### config.mk
export PLATFORM = sky130hd
export DESIGN_NAME = modbus_tcp_client_framer_checker_top
export DESIGN_NICKNAME = d
export VERILOG_FILES = /design/src/mbtcp_pkg.sv /design/src/modbus_tcp_client_framer_checker_top.sv
export SDC_FILE = /design/constraint.sdc
export NUM_CORES = 1
export LEC_CHECK = 0
export BUFFER_PORTS_ARGS = -buffer_cell sky130_fd_sc_hd__buf_4
export CAP_MARGIN = 5
export CORE_UTILIZATION = 55
export CTS_BUF_LIST = sky130_fd_sc_hd__clkbuf_4 sky130_fd_sc_hd__clkbuf_8
export DETAILED_ROUTE_END_ITERATION = 10
export GPL_ROUTABILITY_DRIVEN = 1
export PLACE_DENSITY_LB_ADDON = 0.12
export SETUP_SLACK_MARGIN = 0.02
export SKIP_LAST_GASP = 1
export SYNTH_ARGS = -nofsm -noshare
export SYNTH_HDL_FRONTEND = slang
export SYNTH_SLANG_ARGS = --single-unit
export TNS_END_PERCENT = 5
### constraint.sdc
create_clock -name clk -period 10.1 [get_ports clk]
set_input_delay 0.505 -clock clk [delete_from_list [all_inputs] [get_ports clk]]
set_output_delay 0.505 -clock clk [all_outputs]
set_load 0.01 [all_outputs]
### src/mbtcp_pkg.sv
// Shared types and constants for the Modbus TCP client framer and checker.
// Depends on nothing; imported by the top level.
`default_nettype none

package mbtcp_pkg;

  // input selector codes
  localparam logic [1:0] OP_START   = 2'd0;
  localparam logic [1:0] OP_PAYLOAD = 2'd1;
  localparam logic [1:0] OP_RESP    = 2'd2;

  // result kinds
  localparam logic [1:0] KIND_FRAME  = 2'd0;
  localparam logic [1:0] KIND_DATA   = 2'd1;
  localparam logic [1:0] KIND_STATUS = 2'd2;

  // status codes
  localparam logic [2:0] ST_OK          = 3'd0;
  localparam logic [2:0] ST_BAD_COUNT   = 3'd1;
  localparam logic [2:0] ST_BAD_HEADER  = 3'd2;
  localparam logic [2:0] ST_BAD_RESP    = 3'd3;
  localparam logic [2:0] ST_EXCEPTION   = 3'd4;
  localparam logic [2:0] ST_UNSUPPORTED = 3'd5;
  localparam logic [2:0] ST_UNEXPECTED  = 3'd6;

  // function codes
  localparam logic [7:0] FC_READ_COILS  = 8'h01;
  localparam logic [7:0] FC_READ_DI     = 8'h02;
  localparam logic [7:0] FC_READ_HOLD   = 8'h03;
  localparam logic [7:0] FC_READ_INPUT  = 8'h04;
  localparam logic [7:0] FC_WRITE_COIL  = 8'h05;
  localparam logic [7:0] FC_WRITE_REG   = 8'h06;
  localparam logic [7:0] FC_WRITE_COILS = 8'h0F;
  localparam logic [7:0] FC_WRITE_REGS  = 8'h10;
  localparam logic [7:0] FC_EXC_FLAG    = 8'h80;

  // count limits
  localparam logic [15:0] LIM_BITS_RD  = 16'd2000;
  localparam logic [15:0] LIM_REGS_RD  = 16'd125;
  localparam logic [15:0] LIM_BITS_WR  = 16'd1968;
  localparam logic [15:0] LIM_REGS_WR  = 16'd123;
  localparam logic [15:0] COIL_ON      = 16'hFF00;
  localparam logic [15:0] LEN_MIN      = 16'd2;
  localparam logic [15:0] LEN_MAX      = 16'd254;

  // most results one item can cause
  localparam int RES_MAX = 13;
  localparam int RES_IW  = $clog2(RES_MAX);
  localparam int RES_CW  = $clog2(RES_MAX + 1);

  typedef struct packed {
    logic [1:0] kind;
    logic [7:0] byte_value;
    logic [2:0] status;
    logic [7:0] exception_code;
    logic       last;
  } result_t;

endpackage

`default_nettype wire

### src/modbus_tcp_client_framer_checker_top.sv
// Modbus TCP client framer and response checker, top level.
// Depends on mbtcp_pkg for codes, limits and the result type.
`default_nettype none

// Client side of a Modbus TCP transaction for function codes 1 to 6, 15 and 16.
// Each accepted request is worked in one pass into a result buffer of up to
// 13 entries, which feeds a single output register. Payload and response
// bytes sustain one item per cycle while m_tready holds; a start request fills
// the buffer with its 12 or 13 frame bytes and the next item is taken in the
// cycle the last of them moves to the output register, so a start is paced by
// the one-result-per-cycle output stage. Items that cause no result (inner header
// bytes) never block. Results are registered in the buffer, then in out_reg.
module modbus_tcp_client_framer_checker_top (
  input  wire logic        clk,
  input  wire logic        rst,
  input  wire logic        s_tvalid,
  output logic             s_tready,
  // function_code[7:0], unit_id[15:8], start_address[31:16],
  // quantity_or_value[47:32], data_byte[55:48]
  input  wire logic [55:0] s_tdata,
  // op[1:0]
  input  wire logic [1:0]  s_tuser,
  output logic             m_tvalid,
  input  wire logic        m_tready,
  // byte_value[7:0], status[10:8], exception_code[18:11], zero[23:19]
  output logic [23:0]      m_tdata,
  // kind[1:0]
  output logic [1:0]       m_tuser,
  output logic             m_tlast
);
  import mbtcp_pkg::*;

  typedef enum logic [1:0] {
    PH_IDLE,
    PH_PAYLOAD,
    PH_HEADER,
    PH_BODY
  } phase_t;

  // transaction state
  phase_t      phase, phase_next;
  logic [15:0] transaction_counter, transaction_counter_next;
  logic [7:0]  pending_function, pending_function_next;
  logic [7:0]  pending_unit, pending_unit_next;
  logic [15:0] pending_address, pending_address_next;
  logic [15:0] pending_quantity, pending_quantity_next;
  logic [7:0]  byte_position, byte_position_next;
  logic [15:0] header_shift, header_shift_next;
  logic [7:0]  body_length, body_length_next;
  logic        mismatch_flag, mismatch_flag_next;

  // result buffer and output register
  result_t            res_buf [RES_MAX];
  result_t            res_next [RES_MAX];
  logic [RES_CW-1:0]  res_n;
  logic [RES_CW-1:0]  buf_count;
  logic [RES_IW-1:0]  buf_head;
  result_t            out_reg;

  logic in_acc, move;

  // input fields
  logic [1:0]  op;
  logic [7:0]  fc_in, unit_in, b;
  logic [15:0] addr_in, q_in;

  assign op      = s_tuser;
  assign fc_in   = s_tdata[7:0];
  assign unit_in = s_tdata[15:8];
  assign addr_in = s_tdata[31:16];
  assign q_in    = s_tdata[47:32];
  assign b       = s_tdata[55:48];

  // buffer handshake
  assign move     = (buf_count != '0) && (!m_tvalid || m_tready);
  assign s_tready = (buf_count == '0) || ((buf_count == RES_CW'(1)) && move);
  assign in_acc   = s_tvalid && s_tready;

  // expected response sizes of the pending request
  logic        pend_read, pend_bits;
  logic [17:0] exp_count, exp_size;

  always_comb begin
    pend_read = (pending_function >= FC_READ_COILS) && (pending_function <= FC_READ_INPUT);
    pend_bits = (pending_function == FC_READ_COILS) || (pending_function == FC_READ_DI);
    exp_count = pend_bits ? ((18'(pending_quantity) + 18'd7) >> 3)
                          : (18'(pending_quantity) << 1);
    exp_size  = pend_read ? (exp_count + 18'd2) : 18'd5;
  end

  // single-pass item step
  logic        fc_ok, lim_chk, multi;
  logic [15:0] limit, q_enc, len, tid;
  logic [16:0] bc_wide;
  logic [7:0]  bc;
  logic [15:0] hs_shift;
  logic        mm, fin;
  result_t     st_res;

  always_comb begin
    phase_next               = phase;
    transaction_counter_next = transaction_counter;
    pending_function_next    = pending_function;
    pending_unit_next        = pending_unit;
    pending_address_next     = pending_address;
    pending_quantity_next    = pending_quantity;
    byte_position_next       = byte_position;
    header_shift_next        = header_shift;
    body_length_next         = body_length;
    mismatch_flag_next       = mismatch_flag;
    for (int i = 0; i < RES_MAX; i++) begin
      res_next[i] = '0;
    end
    res_n    = '0;
    fc_ok    = 1'b1;
    lim_chk  = 1'b1;
    limit    = '0;
    multi    = (fc_in == FC_WRITE_COILS) || (fc_in == FC_WRITE_REGS);
    q_enc    = q_in;
    bc_wide  = '0;
    bc       = '0;
    len      = '0;
    tid      = transaction_counter + 16'd1;
    hs_shift = {header_shift[7:0], b};
    mm       = mismatch_flag;
    fin      = 1'b0;
    st_res   = '0;
    st_res.kind = KIND_STATUS;

    unique case (op)
      OP_START: begin
        unique case (fc_in) inside
          FC_READ_COILS, FC_READ_DI:    limit = LIM_BITS_RD;
          FC_READ_HOLD, FC_READ_INPUT:  limit = LIM_REGS_RD;
          FC_WRITE_COIL, FC_WRITE_REG:  lim_chk = 1'b0;
          FC_WRITE_COILS:               limit = LIM_BITS_WR;
          FC_WRITE_REGS:                limit = LIM_REGS_WR;
          default:                      fc_ok = 1'b0;
        endcase
        if (fc_in == FC_WRITE_COIL) begin
          q_enc = (q_in != '0) ? COIL_ON : '0;
        end
        bc_wide = (fc_in == FC_WRITE_COILS) ? ((17'(q_in) + 17'd7) >> 3)
                                            : (17'(q_in) << 1);
        bc      = bc_wide[7:0];
        len     = multi ? (16'(bc) + 16'd7) : 16'd6;
        if (!fc_ok || (lim_chk && ((q_in == '0) || (q_in > limit)))) begin
          phase_next         = PH_IDLE;
          mismatch_flag_next = 1'b0;
          st_res.status      = fc_ok ? ST_BAD_COUNT : ST_UNSUPPORTED;
          res_next[0]        = st_res;
          res_n              = RES_CW'(1);
        end else begin
          transaction_counter_next = tid;
          pending_function_next    = fc_in;
          pending_unit_next        = unit_in;
          pending_address_next     = addr_in;
          pending_quantity_next    = q_enc;
          header_shift_next        = '0;
          mismatch_flag_next       = 1'b0;
          body_length_next         = '0;
          res_next[0].byte_value   = tid[15:8];
          res_next[1].byte_value   = tid[7:0];
          res_next[4].byte_value   = len[15:8];
          res_next[5].byte_value   = len[7:0];
          res_next[6].byte_value   = unit_in;
          res_next[7].byte_value   = fc_in;
          res_next[8].byte_value   = addr_in[15:8];
          res_next[9].byte_value   = addr_in[7:0];
          res_next[10].byte_value  = q_enc[15:8];
          res_next[11].byte_value  = q_enc[7:0];
          res_next[12].byte_value  = bc;
          if (multi) begin
            res_n              = RES_CW'(RES_MAX);
            phase_next         = PH_PAYLOAD;
            byte_position_next = bc;
          end else begin
            res_n              = RES_CW'(RES_MAX - 1);
            phase_next         = PH_HEADER;
            byte_position_next = '0;
          end
        end
      end
      OP_PAYLOAD: begin
        res_n = RES_CW'(1);
        if (phase != PH_PAYLOAD) begin
          st_res.status = ST_UNEXPECTED;
          res_next[0]   = st_res;
        end else begin
          res_next[0].kind       = KIND_FRAME;
          res_next[0].byte_value = b;
          byte_position_next     = byte_position - 8'd1;
          if (byte_position == 8'd1) begin
            phase_next = PH_HEADER;
          end
        end
      end
      OP_RESP: begin
        if (phase == PH_HEADER) begin
          header_shift_next = hs_shift;
          if (byte_position == 8'd1 && hs_shift != transaction_counter) mm = 1'b1;
          if (byte_position == 8'd3 && hs_shift != '0) mm = 1'b1;
          if (byte_position == 8'd5) begin
            if (hs_shift < LEN_MIN || hs_shift > LEN_MAX) begin
              mm               = 1'b1;
              body_length_next = '0;
            end else begin
              body_length_next = hs_shift[7:0] - 8'd1;
            end
          end
          mismatch_flag_next = mm;
          if (byte_position < 8'd6) begin
            byte_position_next = byte_position + 8'd1;
          end else begin
            if (b != pending_unit) mm = 1'b1;
            byte_position_next = '0;
            if (mm) begin
              phase_next         = PH_IDLE;
              mismatch_flag_next = 1'b0;
              st_res.status      = ST_BAD_HEADER;
              res_next[0]        = st_res;
              res_n              = RES_CW'(1);
            end else begin
              phase_next         = PH_BODY;
              header_shift_next  = '0;
              mismatch_flag_next = (18'(body_length) != exp_size);
            end
          end
        end else if (phase == PH_BODY) begin
          header_shift_next = hs_shift;
          if (byte_position == 8'd0 && b != pending_function) mm = 1'b1;
          if (pend_read) begin
            if (byte_position == 8'd1 && 18'(b) != exp_count) mm = 1'b1;
          end else begin
            if (byte_position == 8'd2 && hs_shift != pending_address) mm = 1'b1;
            if (byte_position == 8'd4 && hs_shift != pending_quantity) mm = 1'b1;
          end
          fin = ({1'b0, byte_position} + 9'd1) >= {1'b0, body_length};
          if (body_length == 8'd2 &&
              header_shift[7:0] == (pending_function | FC_EXC_FLAG)) begin
            st_res.status         = ST_EXCEPTION;
            st_res.exception_code = b;
          end else begin
            st_res.status = mm ? ST_BAD_RESP : ST_OK;
          end
          // streamed read data, then the closing status
          if (pend_read && byte_position >= 8'd2) begin
            res_next[0].kind       = KIND_DATA;
            res_next[0].byte_value = b;
            res_n                  = RES_CW'(1);
            if (fin) begin
              res_next[1] = st_res;
              res_n       = RES_CW'(2);
            end
          end else if (fin) begin
            res_next[0] = st_res;
            res_n       = RES_CW'(1);
          end
          if (fin) begin
            phase_next         = PH_IDLE;
            mismatch_flag_next = 1'b0;
            byte_position_next = '0;
          end else begin
            mismatch_flag_next = mm;
            byte_position_next = byte_position + 8'd1;
          end
        end else begin
          st_res.status = ST_UNEXPECTED;
          res_next[0]   = st_res;
          res_n         = RES_CW'(1);
        end
      end
      default: begin
        res_n = '0;
      end
    endcase

    // mark the final result of this item
    for (int i = 0; i < RES_MAX; i++) begin
      res_next[i].last = (RES_CW'(i) == (res_n - RES_CW'(1))) && (res_n != '0);
    end
  end

  // state, buffer and output register
  always_ff @(posedge clk) begin
    if (rst) begin
      phase               <= PH_IDLE;
      transaction_counter <= '0;
      pending_function    <= '0;
      pending_unit        <= '0;
      pending_address     <= '0;
      pending_quantity    <= '0;
      byte_position       <= '0;
      header_shift        <= '0;
      body_length         <= '0;
      mismatch_flag       <= 1'b0;
      buf_count           <= '0;
      buf_head            <= '0;
      m_tvalid            <= 1'b0;
    end else begin
      if (move) begin
        out_reg  <= res_buf[buf_head];
        m_tvalid <= 1'b1;
      end else if (m_tready) begin
        m_tvalid <= 1'b0;
      end
      // a new request replaces the buffer as its last result moves out
      if (in_acc) begin
        phase               <= phase_next;
        transaction_counter <= transaction_counter_next;
        pending_function    <= pending_function_next;
        pending_unit        <= pending_unit_next;
        pending_address     <= pending_address_next;
        pending_quantity    <= pending_quantity_next;
        byte_position       <= byte_position_next;
        header_shift        <= header_shift_next;
        body_length         <= body_length_next;
        mismatch_flag       <= mismatch_flag_next;
        for (int i = 0; i < RES_MAX; i++) begin
          res_buf[i] <= res_next[i];
        end
        buf_head  <= '0;
        buf_count <= res_n;
      end else if (move) begin
        buf_head  <= buf_head + RES_IW'(1);
        buf_count <= buf_count - RES_CW'(1);
      end
    end
  end

  assign m_tdata = {5'd0, out_reg.exception_code, out_reg.status, out_reg.byte_value};
  assign m_tuser = out_reg.kind;
  assign m_tlast = out_reg.last;

`ifndef SYNTH
  // a request is only taken once the buffer drains
  a_accept_drains: assert property (@(posedge clk) disable iff (rst)
    (in_acc && buf_count != '0) |-> move)
    else $error("request accepted while buffer still holds results");

  // buffer never reads past its end
  a_buf_bound: assert property (@(posedge clk) disable iff (rst)
    (32'(buf_head) + 32'(buf_count)) <= RES_MAX)
    else $error("result buffer overrun");

  // a good start request loads a full frame
  a_frame_len: assert property (@(posedge clk) disable iff (rst)
    (in_acc && op == OP_START && phase_next != PH_IDLE) |=>
      (buf_count == RES_CW'(RES_MAX) || buf_count == RES_CW'(RES_MAX - 1)))
    else $error("start request frame length wrong");

  // a result taken from the buffer always reaches the output
  a_move_valid: assert property (@(posedge clk) disable iff (rst)
    move |=> m_tvalid)
    else $error("buffered result lost");
`endif

endmodule

`default_nettype wire
==> results by group <==
Status
  • Status: complete, no violations

GRT
  • GR Overflow Total: 0
  • Largest net degree at the start of global routing: 80
  • Antenna violations before repair: 0
  • First-pass GRT wire length: 63.5 mm
  • GRT Total Usage: 31.1%
  • Vias in the first global route: 11500

Routing
  • Routed wire length: ~41 mm
  • Post-route DRC violation count: 0
  • Total iterations of the first detailed-routing run: 5
  • WL/cell: 20.8 um
  • Initial DRC count: 843
  • Vias per cell: roughly 6.1
  • Final ANT Viol Nets: 0
  • Vias post-DR: 11900

Critical path
  • Crit path launch type: flop
  • Worst EP arrival: 5.00 ns
  • Worst-path fanout max: 26
  • Crit path kind: reg -> reg
  • CP required: 10.50 ns
  • Endpoint type of the worst setup path: flop

Power
  • Clk pwr share: 31.4%
  • Register share of total power: between 40% and 50%
  • Comb power frac: between 20% and 30%
  • P_int: 1.92 mW
  • Maximum vdd drop: 221 uV
  • LEAKAGE: 5.57 nW
  • PD cells: 174 nW/um^2
  • Psw: 850 uW
  • Switching share of power: 30.7%

Layout
  • Final std cell area, no fill: 15900 sq um
  • Finished Layout Cells: 1947
  • Filler cells: 2185
  • Share of cells above drive strength 1: 13.9%
  • Synth-to-layout area growth: 11.2%
  • Nets: 1684
  • Antenna cells: 0

Floorplanning
  • Initial Utilization: 56.4%
  • Core Region: 25300 sq um
  • Die area: around 27000 sq um
  • Die W: 163 um
  • Placement row count: 58
  • Die Ht: 163 um
  • Ports: 91

STA
  • Final setup vio count: 0
  • Least-Margin Pin Slew: around 1.3 ns
  • Final Max Slew Viols: 0
  • F_max: 217 MHz
  • Slew margin rel.: 13.4%
  • Period utilization: between 40% and 50%
  • Fin Hold WS: 0.217 ns
  • Unrepaired setup endpoints after global routing: false
  • Final setup TNS: 0 ns
  • Clk_skew: 0.0124 ns
  • Tmin final: 4.60 ns
  • Final Hold Viols: 0

Clocking
  • TritonCTS clock tree: done
  • Clock slew seen by the registers of the worst setup and hold paths: 0.06 ns
  • Post-CTS Setup Inserts: 0
  • # hold bufs at CTS: 0
  • Post-CTS resize count: 0
  • Clk_lat worst skew: 0.55 ns
  • Clock sinks: 240
  • Root cell of the clock tree: clkbuf_8
  • CTS H-tree depth: 2
  • Clock tree buffer depth: 3
  • Number of buffers created by CTS: 41

Yosys
  • Synth top area share: 29.4%
  • Post-Syn Area: 14300 sq um
  • Most used DFF post-synth: edfxtp_1
  • Yosys reg bits: 240
  • Async set-reset flop share out of synthesis: 0%
  • Largest cells by area after synthesis: edfxtp_1 29%, dfxtp_1 14%, xnor2_1 6.4%
  • Mapped Cells: ~1500
  • Post-synth cell types: 79
  • Number of flops mapped to enable cells by yosys: 140
  • Ys Warns: 0
  • Syn Area/Cell: 9.26 sq um
  • Post-synthesis sequential area ratio: 43.4%
  • Yosys top cell by area: edfxtp_1

Placement
  • Post-DP HPWL: between 20 and 30 mm
  • Port buffer count: 85
  • Placer Congestion: between 0.9 and 1
  • Post-placement cell count: 1872
  • Placed cell area: between 15000 and 20000 sq um

Hold path
  • Hold Crit Class: in -> reg

Run
  • Max Cap Viol: 0
-- path summary, 6_finish.rpt --
path                  startpoint            endpoint  slack, ns  cells past startpoint
max          pending_function[4]       mismatch_flag       5.50                     14
max reg2reg  pending_function[4]       mismatch_flag       5.50                     14
min                  s_tdata[23]  pending_address[7]       0.22                      3
min reg2reg   pending_address[9]  pending_address[9]       0.47                      2
-- power groups by stage --
| stage | clock network (mW) | registers [mW] | logic [mW] |
|---|---|---|---|
| 6_report | 0.870 | 1.23 | 0.672 |
| 5_1_grt | 0.928 | 1.24 | 0.729 |
| 4_1_cts | 0.890 | 1.23 | 0.671 |
| 3_5_place_dp | 0 | 1.25 | 0.666 |
| 3_3_place_gp | 0 | 1.24 | 0.655 |
| 2_1_floorplan | 0 | 1.26 | 0.426 |
-- cell usage after synthesis, drive strengths merged (9+ instances only) --
| cell type | instances |
|---|---|
| o21ai | 72 |
| a21oi | 105 |
| a22o | 9 |
| or3 | 15 |
| clkbuf | 89 |
| xor2 | 37 |
| nor2 | 121 |
| nand4 | 25 |
| nand3 | 53 |
| edfxtp | 140 |
| a31o | 10 |
| mux2i | 36 |
| nand2b | 24 |
| mux4 | 13 |
| and2 | 47 |
| xnor2 | 106 |
| buf | 26 |
| dfxtp | 100 |
| ha | 37 |
| inv | 44 |
| and3 | 22 |
| a31oi | 9 |
| nand2 | 166 |
| nor3 | 39 |
| nand3b | 11 |
| a22oi | 11 |
| a211oi | 13 |
| o31ai | 11 |
| nor4 | 23 |
| or2 | 13 |
-- metrics by stage --
stage | utilization [%] | power [mW] | setup WS [ns]
after global routing | 62.7 | 2.89 | 5.21
after detailed placement | 59.5 | 1.91 | 5.18
final | 62.7 | 2.77 | 5.50
after floorplan | - | 1.69 | 3.25
after global placement | 59.5 | 1.90 | 5.24
after CTS | 62.7 | 2.79 | 5.62
-- critical path, stage by stage, from the launching register on --
cell and delay (ns):
dfxtp_1 0.38, or4_1 0.69, nor4_4 0.25, buf_4 0.31
a21oi_1 0.14, or2_1 0.28, inv_1 0.09, ha_1 0.29
o21ai_0 0.13, a21oi_1 0.26, nand3_1 0.16, nor4b_1 0.43
a311oi_1 0.16, o41ai_1 0.74, a21oi_1 0.14
-- cell type report --
type / count / area, sq um / share of cell area, %
multi-input cells: 1157 / 7530 / 47.4
flip-flops and latches: 240 / 6210 / 39.1
clock buffers: 67 / 772 / 4.86
repair buffers: 99 / 743 / 4.68
well taps: 330 / 413 / 2.60
inverters: 46 / 173 / 1.09
clock inverters: 8 / 45.0 / 0.284
-- cells by family after synthesis --
logic type | after synthesis | synth area share [%]
buf+inv | 161 | 4.47
simple gates | 586 | 20.4
flops | 240 | 43.4
fa+ha+maj | 39 | 3.38
other cells | 1 | 0.0262
xor+xnor | 145 | 9.13
compound gates | 314 | 14.0
mux | 57 | 5.20
-- per-layer routing --
| metal | vias up | track usage, % | part of all wire (%) |
|---|---|---|---|
| met1 | 5648 | 39.7 | 42 |
| met2 | 492 | 53.2 | 49 |
| met4 | 0 | 12.3 | 3.4 |
| met5 | - | 0 | 0 |
| met3 | 101 | 3.99 | 6.2 |
| li1 | 5609 | - | - |
-- sequential cells by signal, summed over array words and instances (netlist names) --
register	flops
phase	2
m_tlast	1
buf_head	4
pending_unit	8
header_shift	8
m_tvalid	1
m_tuser	2
res_buf	118
pending_function	8
transaction_counter	16
pending_quantity	16
mismatch_flag	1
buf_count	4
pending_address	16
m_tdata	19
body_length	8
byte_position	8
-- cell usage in the layout (no fill, tap or decap), drive strengths merged, types with 15 or more instances in the layout --
cell,instances
edfxtp,140
and3,22
nor2,121
conb,16
xnor2,106
nand4,25
mux2i,36
dfxtp,100
xor2,37
clkbuf,67
nand2b,24
inv,46
or3,15
nor4,23
nand2,166
buf,99
a21oi,105
and2,47
o21ai,72
nor3,39
nand3,53
ha,37
Note: power is estimated with default switching activity, not from simulation.
